**config.mk**
```make
export PLATFORM = sky130hd
export DESIGN_NAME = bq_sqrt_cell
export DESIGN_NICKNAME = d
export VERILOG_FILES = /design/src/sv/bq_sqrt_cell.sv
export SDC_FILE = /design/constraint.sdc
export NUM_CORES = 1
export LEC_CHECK = 0
export BUFFER_PORTS_ARGS = -buffer_cell sky130_fd_sc_hd__buf_2
export CORE_AREA = 10 10 99 79
export CTS_CLUSTER_DIAMETER = 50
export CTS_CLUSTER_SIZE = 20
export DETAILED_ROUTE_END_ITERATION = 8
export DIE_AREA = 0 0 109 89
export PLACE_DENSITY = 0.53
export SKIP_LAST_GASP = 1
export SYNTH_ARGS = -nofsm -noshare
export SYNTH_HDL_FRONTEND = slang
export SYNTH_SLANG_ARGS = --single-unit
```
**constraint.sdc**
```tcl
create_clock -name clk -period 5.7 [get_ports clk]
set_input_delay 0.285 -clock clk [delete_from_list [all_inputs] [get_ports clk]]
set_output_delay 0.285 -clock clk [all_outputs]
set_load 0.01 [all_outputs]
```
**src/sv/bq_sqrt_cell.sv**
```systemverilog
// One digit step of a pipelined integer square root, two radicand bits per cell.
module bq_sqrt_cell #(
  parameter int RW    = 8,
  parameter int LANES = 1,
  parameter int SW    = 1
) (
  input  logic            clk,
  input  logic            rst,
  input  logic            in_valid,
  output logic            in_ready,
  input  logic [2*RW-1:0] in_rad  [LANES],
  input  logic [RW+1:0]   in_rem  [LANES],
  input  logic [RW-1:0]   in_root [LANES],
  input  logic [SW-1:0]   in_side,
  output logic            out_valid,
  input  logic            out_ready,
  output logic [2*RW-1:0] out_rad  [LANES],
  output logic [RW+1:0]   out_rem  [LANES],
  output logic [RW-1:0]   out_root [LANES],
  output logic [SW-1:0]   out_side
);

  logic            valid;
  logic [2*RW-1:0] rad       [LANES];
  logic [RW+1:0]   rem       [LANES];
  logic [RW-1:0]   root      [LANES];
  logic [SW-1:0]   side;
  logic [2*RW-1:0] rad_next  [LANES];
  logic [RW+1:0]   rem_next  [LANES];
  logic [RW-1:0]   root_next [LANES];
  logic [RW+1:0]   rem_sh    [LANES];
  logic [RW+1:0]   trial     [LANES];

  always_comb begin
    for (int l = 0; l < LANES; l++) begin
      // The partial remainder never exceeds twice the partial root, so its low bits suffice.
      rem_sh[l]   = {in_rem[l][RW-1:0], in_rad[l][2*RW-1 -: 2]};
      trial[l]    = {in_root[l], 2'b01};
      rad_next[l] = in_rad[l] << 2;
      if (rem_sh[l] >= trial[l]) begin
        rem_next[l]  = rem_sh[l] - trial[l];
        root_next[l] = {in_root[l][RW-2:0], 1'b1};
      end else begin
        rem_next[l]  = rem_sh[l];
        root_next[l] = {in_root[l][RW-2:0], 1'b0};
      end
    end
  end

  assign in_ready = !valid || out_ready;

  always_ff @(posedge clk) begin
    if (rst) begin
      valid <= 1'b0;
    end else if (in_ready) begin
      valid <= in_valid;
    end
  end

  always_ff @(posedge clk) begin
    if (in_ready) begin
      side <= in_side;
      for (int l = 0; l < LANES; l++) begin
        rad[l]  <= rad_next[l];
        rem[l]  <= rem_next[l];
        root[l] <= root_next[l];
      end
    end
  end

  assign out_valid = valid;
  assign out_rad   = rad;
  assign out_rem   = rem;
  assign out_root  = root;
  assign out_side  = side;

endmodule

```
==> impl_metrics.ini <==
[place]
place_area_um2 = 2100
placed_cells_incl_taps = 267
gp_congestion = 0.749
hpwl_mm = 3.12
port_buffers = 71
place_ws_ns = 3.38

[logic_synthesis]
synth_area_um2 = 1650
synth.distinct_cells = 37
synth_flop_cell = edfxtp_1
seq_area_frac_synth_pct = 61.2
ys_warn_count = 0
synthTopCellsByArea = edfxtp_1 60%, ha_1 7.6%, mux2_1 3.4%
syn_inst = 116
async_flop_share_pct = 0
synth-edff-count = 33
ys_ff_latch = 34
synth_top_area_cell = edfxtp_1
avgSynthCellArea_um2 = 14.2
synth_top_area_share_pct = 60.0

[final_layout]
multi_input_area_um2 = 569
layout.nets = 242
regArea_um2 = 1010
area_growth_pct = 33.9
fillers = 610
layout_commonest_cell = buf_2
diodes = 0
drive_above_1_share_pct = 45.9
utilization_pct = 36.7
layout_common_cells = 71 x buf_2, 33 x edfxtp_1, 14 x inv_1, 10 x ha_1
stdcell_area_um2 = 2210
stdcell_count = 275

[routing]
drc = 0
wl_per_cell_um = 14.6
drt_iter0_markers = 31
vias_per_cell = 4.21
totalWireLength_mm = 4.03
first_pass_iters = 4
vias = 1159
postRouteAntennaNets = 0

[worst_setup_path]
cp-startpoint = in_root[0]
cp-endpoint = out_rem[9]$_DFFE_PP_
cp.depth = 8
slowest_delay_ns = 0.38
cp_cell_sequence = buf_2, inv_1, ha_1, nor2b_1, o21a_2, o221ai_2, o21a_2, mux2_2
critPathSlowestCell = mux2_2
crit_buf_inv = 2
critPathTopFamily = compound AO/OA/AOI/OAI gates
critPathCaptureType = flop
critPathRequiredTime_ns = 5.74
arrival_ns = 2.04
crit_fanout = 11
regToRegSetupSlack_ns = 4.56
startpoint_type = primary input
crit_top_cell = o21a_2
worstSetupPathType = primary input to flop
r2r_start = out_valid$_SDFFE_PP0P_
r2r-end = out_root[7]$_DFFE_PP_
r2r_cells = 2

[power_and_ir_drop]
powerDensity_nw_per_um2 = 304
power.total_uw = 672
p_leak_nw = 1.03
intPower_uw = 508
p_switching_uw = 165
p_comb_share_pct = 19.6
pwr-share-seq_pct = 46.1
ir_worst_vdd_mv = 0.102
swShare_pct = 24.5
clockPowerShare_pct = 34.4

[die]
dieArea_um2 = 9700
fp-row-count = 25
start_util_pct = 27.4
dieHeight_um = 89
fp.dieW_um = 109
core-area_um2 = 6040
num_io_pins = 76

[timing]
setup_viol = 0
period_minus_slack_ns = 2.00
grt_setup_unrepaired = false
finalHoldWorstSlack_ns = 0.157
timing_hold_violations_final = 0
fin_setup_tns_ns = 0
fin_ws_ns = 3.70
slew_viol_final = 0
max_freq_mhz = 501
fin_skew_ns = 0.00400
timing.final.crit_share_pct = 35.0

[clocking]
clk_pin_slew_ns = 0.07
tritoncts = done
cts_num_sinks = 34
clk_latency_ns = 0.29
postCtsHoldBufs = 0
cts_max_level = 2
cts_setup_buffers = 0
cts_made_buffers = 5
cts_resized = 0
cts_buffer_depth = 2
root_buffer = clkbuf_8

[grt]
grt_usage_pct = 8.16
grt_pass1_vias = 1271
grt_max_degree = 36
grt_pass1_wl_mm = 6.10
antenna_found_initial = 0
globalRouteOverflowTotal = 0

[run_status]
status = finished clean

[min_path]
hp-class = primary input to flop
worstHoldStart = rst

[flow_run]
drv_cap = 0
## registers in the layout, summed over array words and instances, names as in the netlist
register   flops
out_rem       10
out_root       8
out_rad       14
out_valid      1
out_side       1
## cell usage after synthesis (2+ instances only)
cell type,count
inv_1,14
o21a_1,2
ha_1,10
mux2i_1,2
a21oi_1,3
nor2_1,6
o21a_2,2
buf_4,2
xnor2_1,5
edfxtp_1,33
mux2_2,3
a21o_1,2
a211o_1,2
mux2_1,5
nor3_1,2
o211ai_1,2
## worst reg2reg max path: stages (launching register included)
cell and delay, ns:
dfxtp_1 0.32, nand2b_2 0.06, buf_4 0.39
## worst min path at each step
stage                                  end  slack (ns)  cells after the start
global route        out_valid$_SDFFE_PP0P_        0.15                      2
CTS                 out_valid$_SDFFE_PP0P_        0.14                      2
detailed placement  out_valid$_SDFFE_PP0P_        0.45                      2
global placement    out_valid$_SDFFE_PP0P_        0.44                      2
finish              out_valid$_SDFFE_PP0P_        0.16                      2
floorplan           out_valid$_SDFFE_PP0P_        0.35                      1
## power groups by stage
stage / clock, mW / combinational [mW] / sequential [mW]
after floorplan: 0 / 0.0677 / 0.331
after global placement: 0 / 0.134 / 0.315
after detailed placement: 0 / 0.133 / 0.315
after CTS: 0.242 / 0.134 / 0.310
after global routing: 0.253 / 0.147 / 0.313
final: 0.231 / 0.131 / 0.310
## layout make-up
cell class / count / area share, %
Clock inverter: 1 / 1.36
Multi-Input combinational cell: 66 / 25.7
Inverter: 14 / 2.37
Timing Repair Buffer: 72 / 16.4
Tap cell: 81 / 4.58
Clock buffer: 7 / 3.90
Sequential cell: 34 / 45.7
## logic make-up (layout without fill, tap and decap cells)
kind of cell | after synthesis | in the layout | share of synthesized area (%)
buffers and inverters | 17 | 94 | 4.77
multiplexers | 10 | 10 | 6.66
adder cells (fa/ha/maj) | 10 | 10 | 7.57
XOR/XNOR | 6 | 6 | 3.18
AO/OA/AOI/OAI | 21 | 21 | 10.9
AND/OR/NAND/NOR | 17 | 17 | 5.53
flip-flops | 34 | 34 | 61.2
other | 1 | 2 | 0.227
## metal layers
| metal | vias up | wire (um) | GRT usage, % |
|---|---|---|---|
| met5 | - | 0 | 0 |
| met4 | 0 | 43 | 2.87 |
| met3 | 6 | 658 | 5.26 |
| met2 | 66 | 1430 | 11.1 |
| met1 | 506 | 1900 | 10.1 |
| li1 | 581 | - | - |
(Power assumes the default switching activity.)
