`src/sv/bq_div_cell.sv`:
```
// One restoring division step, one quotient bit per cell.
module bq_div_cell #(
  parameter int NW    = 8,
  parameter int DENW  = 4,
  parameter int LANES = 1,
  parameter int SW    = 1
) (
  input  logic            clk,
  input  logic            rst,
  input  logic            in_valid,
  output logic            in_ready,
  input  logic [NW-1:0]   in_num [LANES],
  input  logic [DENW-1:0] in_rem [LANES],
  input  logic [DENW-1:0] in_den [LANES],
  input  logic [SW-1:0]   in_side,
  output logic            out_valid,
  input  logic            out_ready,
  output logic [NW-1:0]   out_num [LANES],
  output logic [DENW-1:0] out_rem [LANES],
  output logic [DENW-1:0] out_den [LANES],
  output logic [SW-1:0]   out_side
);

  logic            valid;
  logic [NW-1:0]   num      [LANES];
  logic [DENW-1:0] rem      [LANES];
  logic [DENW-1:0] den      [LANES];
  logic [SW-1:0]   side;
  logic [NW-1:0]   num_next [LANES];
  logic [DENW-1:0] rem_next [LANES];
  logic [DENW:0]   rem_sh   [LANES];
  logic [DENW:0]   rem_sub  [LANES];
  logic            ge       [LANES];

  // The dividend shifts out at the top while quotient bits shift in at the bottom.
  always_comb begin
    for (int l = 0; l < LANES; l++) begin
      rem_sh[l]  = {in_rem[l], in_num[l][NW-1]};
      ge[l]      = rem_sh[l] >= {1'b0, in_den[l]};
      rem_sub[l] = ge[l] ? rem_sh[l] - {1'b0, in_den[l]} : rem_sh[l];
      rem_next[l] = rem_sub[l][DENW-1:0];
      num_next[l] = {in_num[l][NW-2:0], ge[l]};
    end
  end

  assign in_ready = !valid || out_ready;

  always_ff @(posedge clk) begin
    if (rst) begin
      valid <= 1'b0;
    end else if (in_ready) begin
      valid <= in_valid;
    end
  end

  always_ff @(posedge clk) begin
    if (in_ready) begin
      side <= in_side;
      for (int l = 0; l < LANES; l++) begin
        num[l] <= num_next[l];
        rem[l] <= rem_next[l];
        den[l] <= in_den[l];
      end
    end
  end

  assign out_valid = valid;
  assign out_num   = num;
  assign out_rem   = rem;
  assign out_den   = den;
  assign out_side  = side;

endmodule

```
`config.mk`:
```
export PLATFORM = sky130hd
export DESIGN_NAME = bq_div_cell
export DESIGN_NICKNAME = d
export VERILOG_FILES = /design/src/sv/bq_div_cell.sv
export SDC_FILE = /design/constraint.sdc
export NUM_CORES = 1
export LEC_CHECK = 0
export BUFFER_PORTS_ARGS = -buffer_cell sky130_fd_sc_hd__buf_2
export CORE_UTILIZATION = 42
export CTS_CLUSTER_SIZE = 24
export DETAILED_ROUTE_END_ITERATION = 10
export PLACE_DENSITY = 0.87
export SLEW_MARGIN = 15
export SYNTH_ARGS = -nofsm -noshare
export SYNTH_HDL_FRONTEND = slang
export SYNTH_SLANG_ARGS = --single-unit
export TNS_END_PERCENT = 30
```
`constraint.sdc`:
```
create_clock -name clk -period 1.45 [get_ports clk]
set_input_delay 0.0725 -clock clk [delete_from_list [all_inputs] [get_ports clk]]
set_output_delay 0.0725 -clock clk [all_outputs]
set_load 0.02 [all_outputs]
```
==> results of run 1 <==
-- worst register-to-register path, stage by stage (launching register included) --
cell	delay, ps
dfxtp_1	320
nand2b_1	80
buf_6	210
a21oi_2	80
dlygate4sd3_1	560
-- final cells by class --
class                           count  area (µm²)  share of cell area (%)
Clock buffer                        4        36.3                    3.08
Inverter                            7        26.3                    2.23
Multi-Input combinational cell     24         200                    17.0
Sequential cell                    18         531                    45.1
Tap cell                           24        30.0                    2.55
Timing Repair Buffer               55         354                    30.1
-- registers in the layout, summed over array words and instances (netlist names) --
name / flops
out_num: 8
out_den: 4
out_rem: 4
out_side: 1
out_valid: 1
-- per-stage QoR --
step                      power [µW]  instance area (µm²)
after floorplan                  795                  753
after global placement           878                  993
after detailed placement         889                  993
after CTS                       1210                 1160
after global routing            1270                 1180
final                           1210                 1180
-- per-layer routing --
layer	up-vias	track usage, %	routed length [µm]
met4	0	7.27	6
met2	36	34.1	894
li1	292	-	-
met3	2	4.90	134
met5	-	0	0
met1	268	19.8	613
-- cell families (layout without fill, tap and decap cells) --
logic type,Yosys count,in the layout,share of synthesized area (%)
AO/OA/AOI/OAI,4,4,3.16
XOR/XNOR,1,1,1.16
adder cells (fa/ha/maj),5,5,9.30
buffers and inverters,7,66,3.49
flip-flops,18,18,70.4
multiplexers,3,3,4.65
AND/OR/NAND/NOR,11,11,7.81
-- power by group through the flow --
stage,clock network [µW],logic (µW),registers (µW)
6_report,301,276,636
5_1_grt,334,298,641
4_1_cts,305,269,636
3_5_place_dp,0,241,648
3_3_place_gp,0,232,646
2_1_floorplan,0,81.1,713
-- what timing repair did --
item / in CTS / in global routing
setup buffers: 0 / 0
hold endpoints to repair: 12 / 1
resized for setup: 0 / 2
endpoints found under the setup margin: 0 / 1
hold buffers: 13 / 1
-- cell usage after synthesis (2+ instances only) --
| cell type | number |
|---|---|
| nor2_1 | 4 |
| nand2b_1 | 2 |
| mux2i_1 | 2 |
| ha_1 | 4 |
| nor3_1 | 2 |
| edfxtp_1 | 17 |
| inv_1 | 6 |
| a21oi_1 | 2 |
-- path summary, 6_finish.rpt --
check | from | endpoint | slack [ps] | cells after the start
max | out_valid$_SDFFE_PP0P_ | out_valid$_SDFFE_PP0P_ | 90 | 4
min | in_rem[1] | out_rem[2]$_DFFE_PP_ | 120 | 2
max reg2reg | out_valid$_SDFFE_PP0P_ | out_valid$_SDFFE_PP0P_ | 90 | 4
min reg2reg | out_valid$_SDFFE_PP0P_ | out_num[5]$_DFFE_PP_ | 760 | 2
==> impl_metrics.tcl, run 1 <==
set metrics [dict create \
    status "complete, no violations" \
    ios 40 \
    antenna_cells 0 \
    fin_skew_ps 1.62 \
    synthTopCellsByArea "edfxtp_1 (68%), ha_1 (6.6%), inv_1 (3.0%)" \
    viasPerCell 4.53 \
    required_ps 1630 \
    area_delta_synth_final_pct 56.3 \
    synth.distinct_cells 18 \
    ys.flop_type "edfxtp_1" \
    peakVddDrop_mv 0.602 \
    internal_power_uw 900 \
    cts_tree "built" \
    port_buffers 39 \
    combPwrFrac_pct 22.7 \
    grt_usage_pct 18.5 \
    drv_slew 0 \
    synth_top_area_cell "edfxtp_1" \
    core_area_um2 1590 \
    antenna_found_initial 0 \
    crit_type "reg -> reg" \
    ys_ff_latch 18 \
    finalCritPeriodShare_pct 94.0 \
    fmax_mhz 734 \
    worst-endpoint-arrival_ps 1540 \
    die_h_um 44.4 \
    clkTransAtPathRegs_ps 100 \
    cts_sinks 18 \
    clockBufferDepth 2 \
    cp_max_fo 19 \
    holdWs_ps 121 \
    numCtsBuffers 3 \
    netlist.area_leader.share_pct 67.8 \
    wirelength_um 1650 \
    setup-tns-final_ps 0 \
    dp_hpwl_um 1060 \
    finalSetupViolations 0 \
    final_cell_mix "buf_2 (39), edfxtp_1 (17), dlygate4sd3_1 (14)" \
    gp_congestion 0.759 \
    swShare_pct 25.8 \
    max_slew_margin_pct 87.2 \
    pre_cts_ws_ps -28.9 \
    power_density_nw_per_um2 1030 \
    fin_cells 132 \
    grt_first_pass_wirelength_um 2500 \
    die_x_um 44.4 \
    drt_iter0_markers 13 \
    worst_pin_slew_ps 192 \
    drive_gt1_share_pct 46.3 \
    end_kind "flip-flop" \
    final-hold-violation-count 0 \
    drc 0 \
    post-route-min-period_ps 1360 \
    leakage_uw 0.000545 \
    avgSynthCellArea_um2 15.4 \
    fillers 119 \
    crit_buf_inv 2 \
    worstPathCellList "nand2b_1, buf_6, a21oi_2, dlygate4sd3_1" \
    grt_max_degree 20 \
    async_flop_share_pct 0 \
    clock_latency_ps 280 \
    dp_cells 114 \
    via_count 598 \
    yosysSeqAreaShare_pct 70.4 \
    grt_pass1_vias 600 \
    postSynthCellCount 49 \
    yosysWarnings 0 \
    wl_per_cell_um 12.5 \
    hp-class "in -> reg" \
    syn-num-nets 75 \
    synth_edf_count 17 \
    first_pass_iters 4 \
    clockPowerShare_pct 24.9 \
    detail-route-antenna-nets 0 \
    rows 14 \
    crit_slowest_cell "dlygate4sd3_1" \
    rsz0062_at_grt "no" \
    layout_setup_ws_ps 87.3 \
    synth_area_um2 753 \
    overflow 0 \
    start_util_pct 47.3 \
    post-route-util_pct 73.9 \
    seqPwrFrac_pct 52.4 \
    cts_root_buffer "clkbuf_4" \
    final_common_cell "buf_2" \
    drv_cap 0 \
    nets 135 \
    max_stage_delay_ps 560 \
    dieArea_um2 1970 \
    cp_top_family "buffers and inverters" \
    worst_setup_path_start_kind "flip-flop" \
    htreeDepth 1 \
    power_switching_uw 313 \
]
Note: power is estimated with default switching activity, not from simulation.
==> run 2: changes to the inputs <==
--- a/config.mk
+++ b/config.mk
@@ -6,10 +6,10 @@
 export NUM_CORES = 1
 export LEC_CHECK = 0
 export BUFFER_PORTS_ARGS = -buffer_cell sky130_fd_sc_hd__buf_2
-export CORE_UTILIZATION = 42
+export CORE_UTILIZATION = 46
 export CTS_CLUSTER_SIZE = 24
 export DETAILED_ROUTE_END_ITERATION = 10
-export PLACE_DENSITY = 0.87
+export PLACE_DENSITY = 0.93
 export SLEW_MARGIN = 15
 export SYNTH_ARGS = -nofsm -noshare
 export SYNTH_HDL_FRONTEND = slang
==> constraint.sdc (replaced) <==
create_clock -name clk -period 1.6 [get_ports clk]
set_input_delay 0.08 -clock clk [delete_from_list [all_inputs] [get_ports clk]]
set_output_delay 0.08 -clock clk [all_outputs]
set_load 0.02 [all_outputs]
==> impl_metrics.tcl, run 2 (synthesis gave the netlist of run 1 again) <==
set metrics [dict create \
    status "complete, no violations" \
    antenna_found_initial 0 \
    cts_root_buffer "clkbuf_4" \
    clock_latency_ps 290 \
    crit_slowest_cell "dfxtp_1" \
    drv_slew 0 \
    largest_register_ffs 8 \
    rsz0062_at_grt "no" \
    post_cts_resized 0 \
    peakVddDrop_mv 0.526 \
    drive_gt1_share_pct 45.3 \
    multiInputGateArea_um2 196 \
    area_delta_synth_final_pct 50.0 \
    detail-route-antenna-nets 0 \
    internal_power_uw 769 \
    grt_pass1_vias 595 \
    nets 133 \
    hp-class "in -> reg" \
    cp_max_fo 19 \
    drv_cap 0 \
    finalCritPeriodShare_pct 76.0 \
    seqPwrFrac_pct 54.9 \
    cts_tree "built" \
    cts_sinks 18 \
    clockPowerShare_pct 22.0 \
    drc 0 \
    final_cell_mix "buf_2 (39), edfxtp_1 (17), dlygate4sd3_1 (12)" \
    antenna_cells 0 \
    crit_type "reg -> out" \
    fillers 101 \
    port_buffers 39 \
    ios 40 \
    drt_iter0_markers 11 \
    start_util_pct 49.4 \
    first_pass_iters 4 \
    dieArea_um2 1800 \
    power_density_nw_per_um2 932 \
    grt_max_degree 20 \
    required_ps 1520 \
    die_x_um 42.5 \
    overflow 0 \
    clkTransAtPathRegs_ps 100 \
    max_stage_delay_ps 320 \
    dp_hpwl_um 1070 \
    numCtsBuffers 3 \
    leakage_uw 0.000528 \
    rows 14 \
    worstPathCellList "nand2b_1, buf_4, buf_2" \
    finalSetupViolations 0 \
    wl_per_cell_um 14.1 \
    combPwrFrac_pct 23.2 \
    final-hold-violation-count 0 \
    max_slew_margin_pct 82.8 \
    grt_usage_pct 21.8 \
    seq_area_um2 531 \
    swShare_pct 27.0 \
    wirelength_um 1720 \
    worst_pin_slew_ps 256 \
    pre_cts_ws_ps 139 \
    core_area_um2 1520 \
    post-route-min-period_ps 1220 \
    clockBufferDepth 2 \
    viasPerCell 4.88 \
    grt_first_pass_wirelength_um 2730 \
    via_count 595 \
    worst-endpoint-arrival_ps 1140 \
    htreeDepth 1 \
    gp_congestion 0.802 \
    die_h_um 42.5 \
    layout_setup_ws_ps 384 \
    fmax_mhz 822 \
    worst_setup_path_start_kind "flip-flop" \
    fin_skew_ps 10.0 \
    power_switching_uw 284 \
    end_kind "output pin" \
    final_common_cell "buf_2" \
    setup-tns-final_ps 0 \
]
-- run 2: layout make-up --
| class | count | share of cell area, % |
|---|---|---|
| Timing Repair Buffer | 53 | 29.2 |
| Inverter | 7 | 2.33 |
| Tap cell | 16 | 1.77 |
| Multi-Input combinational cell | 24 | 17.4 |
| Clock buffer | 4 | 2.33 |
| Sequential cell | 18 | 47.0 |
-- run 2: per-stage QoR --
step	total power [µW]	util [%]	std cells	hold WS (ps)	area [µm²]
final	1050	74.1	122	22.0	1130
after global routing	1110	74.1	122	0.717	1130
after CTS	1050	74.1	122	10.1	1130
after detailed placement	806	64.5	106	236	983
after global placement	796	64.5	106	237	983
after floorplan	720	-	49	149	753
-- run 2: critical path: cells and delay by family, from the launching register on --
kind | cells | cell delay, ps
DFF | 1 | 320
and+or+nand+nor | 1 | 70
buffers and inverters | 2 | 460
-- run 2: metal layers --
metal / part of all wire [%] / global-route usage (%)
met3: 7.8 / 7.33
met1: 37 / 20.7
met5: 0 / 0
met4: 1.9 / 11.9
met2: 53 / 40.3
-- run 2: timing repair --
action                                 4_1_cts  5_1_grt
buffers inserted                             0        0
endpoints found under the hold margin       12        0
hold buffers                                12        0
-- run 2: path summary, 6_finish.rpt --
path | start | endpoint | slack [ps] | cells past startpoint
max | out_valid$_SDFFE_PP0P_ | in_ready | 380 | 3
min | in_den[1] | out_den[1]$_DFFE_PP_ | 20 | 1
max reg2reg | out_valid$_SDFFE_PP0P_ | out_num[1]$_DFFE_PP_ | 660 | 2
min reg2reg | out_valid$_SDFFE_PP0P_ | out_valid$_SDFFE_PP0P_ | 780 | 3
-- run 2: power groups by stage --
stage	Combinational (µW)	Clock (µW)	Sequential, µW
finish	244	231	578
global route	263	265	581
CTS	242	229	576
detailed placement	219	0	587
global placement	211	0	585
floorplan	73.5	0	647
==> run 3: changes to the inputs <==
--- a/config.mk
+++ b/config.mk
@@ -5,11 +5,12 @@
 export SDC_FILE = /design/constraint.sdc
 export NUM_CORES = 1
 export LEC_CHECK = 0
+export ABC_AREA = 1
 export BUFFER_PORTS_ARGS = -buffer_cell sky130_fd_sc_hd__buf_2
-export CORE_UTILIZATION = 46
+export CORE_UTILIZATION = 39
 export CTS_CLUSTER_SIZE = 24
 export DETAILED_ROUTE_END_ITERATION = 10
-export PLACE_DENSITY = 0.93
+export PLACE_DENSITY = 0.84
 export SLEW_MARGIN = 15
 export SYNTH_ARGS = -nofsm -noshare
 export SYNTH_HDL_FRONTEND = slang
==> constraint.sdc (replaced) <==
create_clock -name clk -period 1 [get_ports clk]
set_input_delay 0.05 -clock clk [delete_from_list [all_inputs] [get_ports clk]]
set_output_delay 0.05 -clock clk [all_outputs]
set_load 0.02 [all_outputs]
==> impl_metrics.tcl, run 3 <==
set metrics [dict create \
    rr_startpoint "out_valid$_SDFFE_PP0P_" \
    yosysSeqAreaShare_pct 67.0 \
    synthAdderAreaFrac_pct 8.85 \
    largest_register_ffs 8 \
    synth.most_common_cell "edfxtp_1" \
    yosysWarnings 0 \
    grt_first_pass_wirelength_um 2480 \
    clock_latency_ps 280 \
    nets 149 \
    first_pass_iters 4 \
    detail-route-antenna-nets 0 \
    leakage_uw 0.000615 \
    dp_hpwl_um 1230 \
    crit_type "reg -> out" \
    combPwrFrac_pct 25.0 \
    drv_slew 0 \
    start_util_pct 43.5 \
    synth_top_family_by_area "simple AND/OR/NAND/NOR gates" \
    required_ps 950 \
    overflow 0 \
    synth_compound_area_share_pct 1.26 \
    syn-num-nets 87 \
    cp_max_fo 3 \
    synthMuxAreaShare_pct 0 \
    htreeDepth 1 \
    worst_pin_slew_ps 201 \
    power_density_nw_per_um2 1420 \
    netlist.area_leader.share_pct 64.5 \
    min_path_cells 3 \
    power_switching_uw 483 \
    final_common_cell "buf_2" \
    synth_edf_count 17 \
    fin_skew_ps 2.27 \
    cts_tree "built" \
    hp-class "in -> reg" \
    synth_top_area_cell "edfxtp_1" \
    pre_cts_ws_ps -271 \
    grt_max_degree 17 \
    finalSetupViolations 0 \
    synth_commonest_cells "edfxtp_1 (17), inv_1 (11), nand2_1 (11)" \
    layout_setup_ws_ps 42.0 \
    rsz0062_at_grt "yes" \
    via_count 646 \
    final_cell_mix "buf_2 (38), edfxtp_1 (17), dlygate4sd3_1 (11)" \
    drv_cap 0 \
    die_h_um 47.1 \
    ios 40 \
    cts_root_buffer "clkbuf_4" \
    rows 15 \
    synth.distinct_cells 15 \
    synth-xor-area-share_pct 1.11 \
    clkTransAtPathRegs_ps 100 \
    reg2reg_to "out_rem[2]$_DFFE_PP_" \
    gp_congestion 0.802 \
    worstHoldStart "in_valid" \
    antenna_cells 0 \
    ys_ff_latch 18 \
    avgSynthCellArea_um2 13.0 \
    clockBufferDepth 2 \
    synthTopCellsByArea "edfxtp_1 (64%), ha_1 (6.3%), inv_1 (5.2%)" \
    peakVddDrop_mv 0.724 \
    worst-endpoint-arrival_ps 910 \
    core_area_um2 1820 \
    postSynthCellCount 61 \
    worst_setup_path_start_kind "flip-flop" \
    status "complete, no violations" \
    seqPwrFrac_pct 51.2 \
    numCtsBuffers 3 \
    antenna_found_initial 0 \
    grt_pass1_vias 609 \
    dieArea_um2 2220 \
    timing.hold.worst_endpoint "out_valid$_SDFFE_PP0P_" \
    drt_iter0_markers 3 \
    post-route-min-period_ps 958 \
    drive_gt1_share_pct 50.8 \
    ys.flop_type "edfxtp_1" \
    swShare_pct 26.7 \
    clockPowerShare_pct 23.8 \
    cts_sinks 18 \
    wirelength_um 1670 \
    grt_usage_pct 16.5 \
    port_buffers 39 \
    wl_per_cell_um 11.3 \
    area_delta_synth_final_pct 60.5 \
    synth-simple-area-share_pct 16.6 \
    fmax_mhz 1040 \
    max_slew_margin_pct 86.6 \
    internal_power_uw 1330 \
    end_kind "output pin" \
    final-hold-violation-count 0 \
    post-route-util_pct 69.8 \
    drc 0 \
    rr_worst_depth 2 \
    die_x_um 47.1 \
    synth_area_um2 792 \
    viasPerCell 4.39 \
    finalCritPeriodShare_pct 95.8 \
    setup-tns-final_ps 0 \
    async_flop_share_pct 0 \
    r2r_slack_ps 50 \
]
-- run 3: cell types whose count changed in the layout (fill, tap and decap cells not counted), moves of 3 or more --
cell     delta
nand2_1     +9
buf_4       +5
inv_1       +4
nand3_1     +4
nand2_4     +3
-- run 3: repair_timing --
action	4_1_cts	5_1_grt
pin swaps	1	0
buffers inserted	2	0
cloned	0	0
hold buffers	11	0
endpoints found under the setup margin	1	4
endpoints found under the hold margin	11	0
gates resized for setup	0	2
-- run 3: through the flow --
stage	hold slack [ps]	power, µW	cells	cell area (µm²)
floorplan	119	1190	61	838
global placement	207	1330	130	1100
detailed placement	220	1350	130	1100
CTS	0.922	1810	147	1260
global route	20.1	1890	147	1270
finish	10.5	1810	147	1270
-- run 3: kinds of logic after synthesis --
logic type               Yosys count
AND/OR/NAND/NOR                   24
AO/OA/AOI/OAI                      2
XOR/XNOR                           1
flip-flops                        18
buffers and inverters             11
adder cells (fa/ha/maj)            5
-- run 3: per-layer routing --
| metal | GRT usage, % | share of wire (%) | vias up |
|---|---|---|---|
| li1 | - | - | 323 |
| met1 | 17.5 | 40 | 290 |
| met2 | 31.7 | 53 | 31 |
| met3 | 2.69 | 7.3 | 2 |
| met4 | 6.86 | 0.54 | 0 |
| met5 | 0 | 0 | - |
-- run 3: final cells by class --
| type | count | area, µm² |
|---|---|---|
| clock buffers | 4 | 36.3 |
| flip-flops and latches | 18 | 531 |
| fillers | 136 | 549 |
| well taps | 25 | 31.3 |
| multi-input cells | 32 | 264 |
| repair buffers | 57 | 360 |
| inverters | 11 | 48.8 |
-- run 3: how the worst max path moves through the flow --
| stage | startpoint | endpoint |
|---|---|---|
| floorplan | in_num[7] | out_rem[1]$_DFFE_PP_ |
| global placement | in_num[7] | out_rem[1]$_DFFE_PP_ |
| detailed placement | in_num[7] | out_rem[1]$_DFFE_PP_ |
| CTS | in_num[7] | out_rem[1]$_DFFE_PP_ |
| global route | in_rem[0] | out_rem[2]$_DFFE_PP_ |
| finish | out_valid$_SDFFE_PP0P_ | in_ready |
-- run 3: worst max-delay path, stage by stage (launching register included) --
cell,delay (ps)
dfxtp_1,410
nand2_4,60
buf_2,160
-- run 3: power groups by stage --
stage                     clock network [µW]  logic, µW  registers (µW)
after floorplan                            0        152            1040
final                                    431        452             927
after CTS                                435        449             927
after global placement                     0        395             939
after global routing                     456        500             933
after detailed placement                   0        410             945
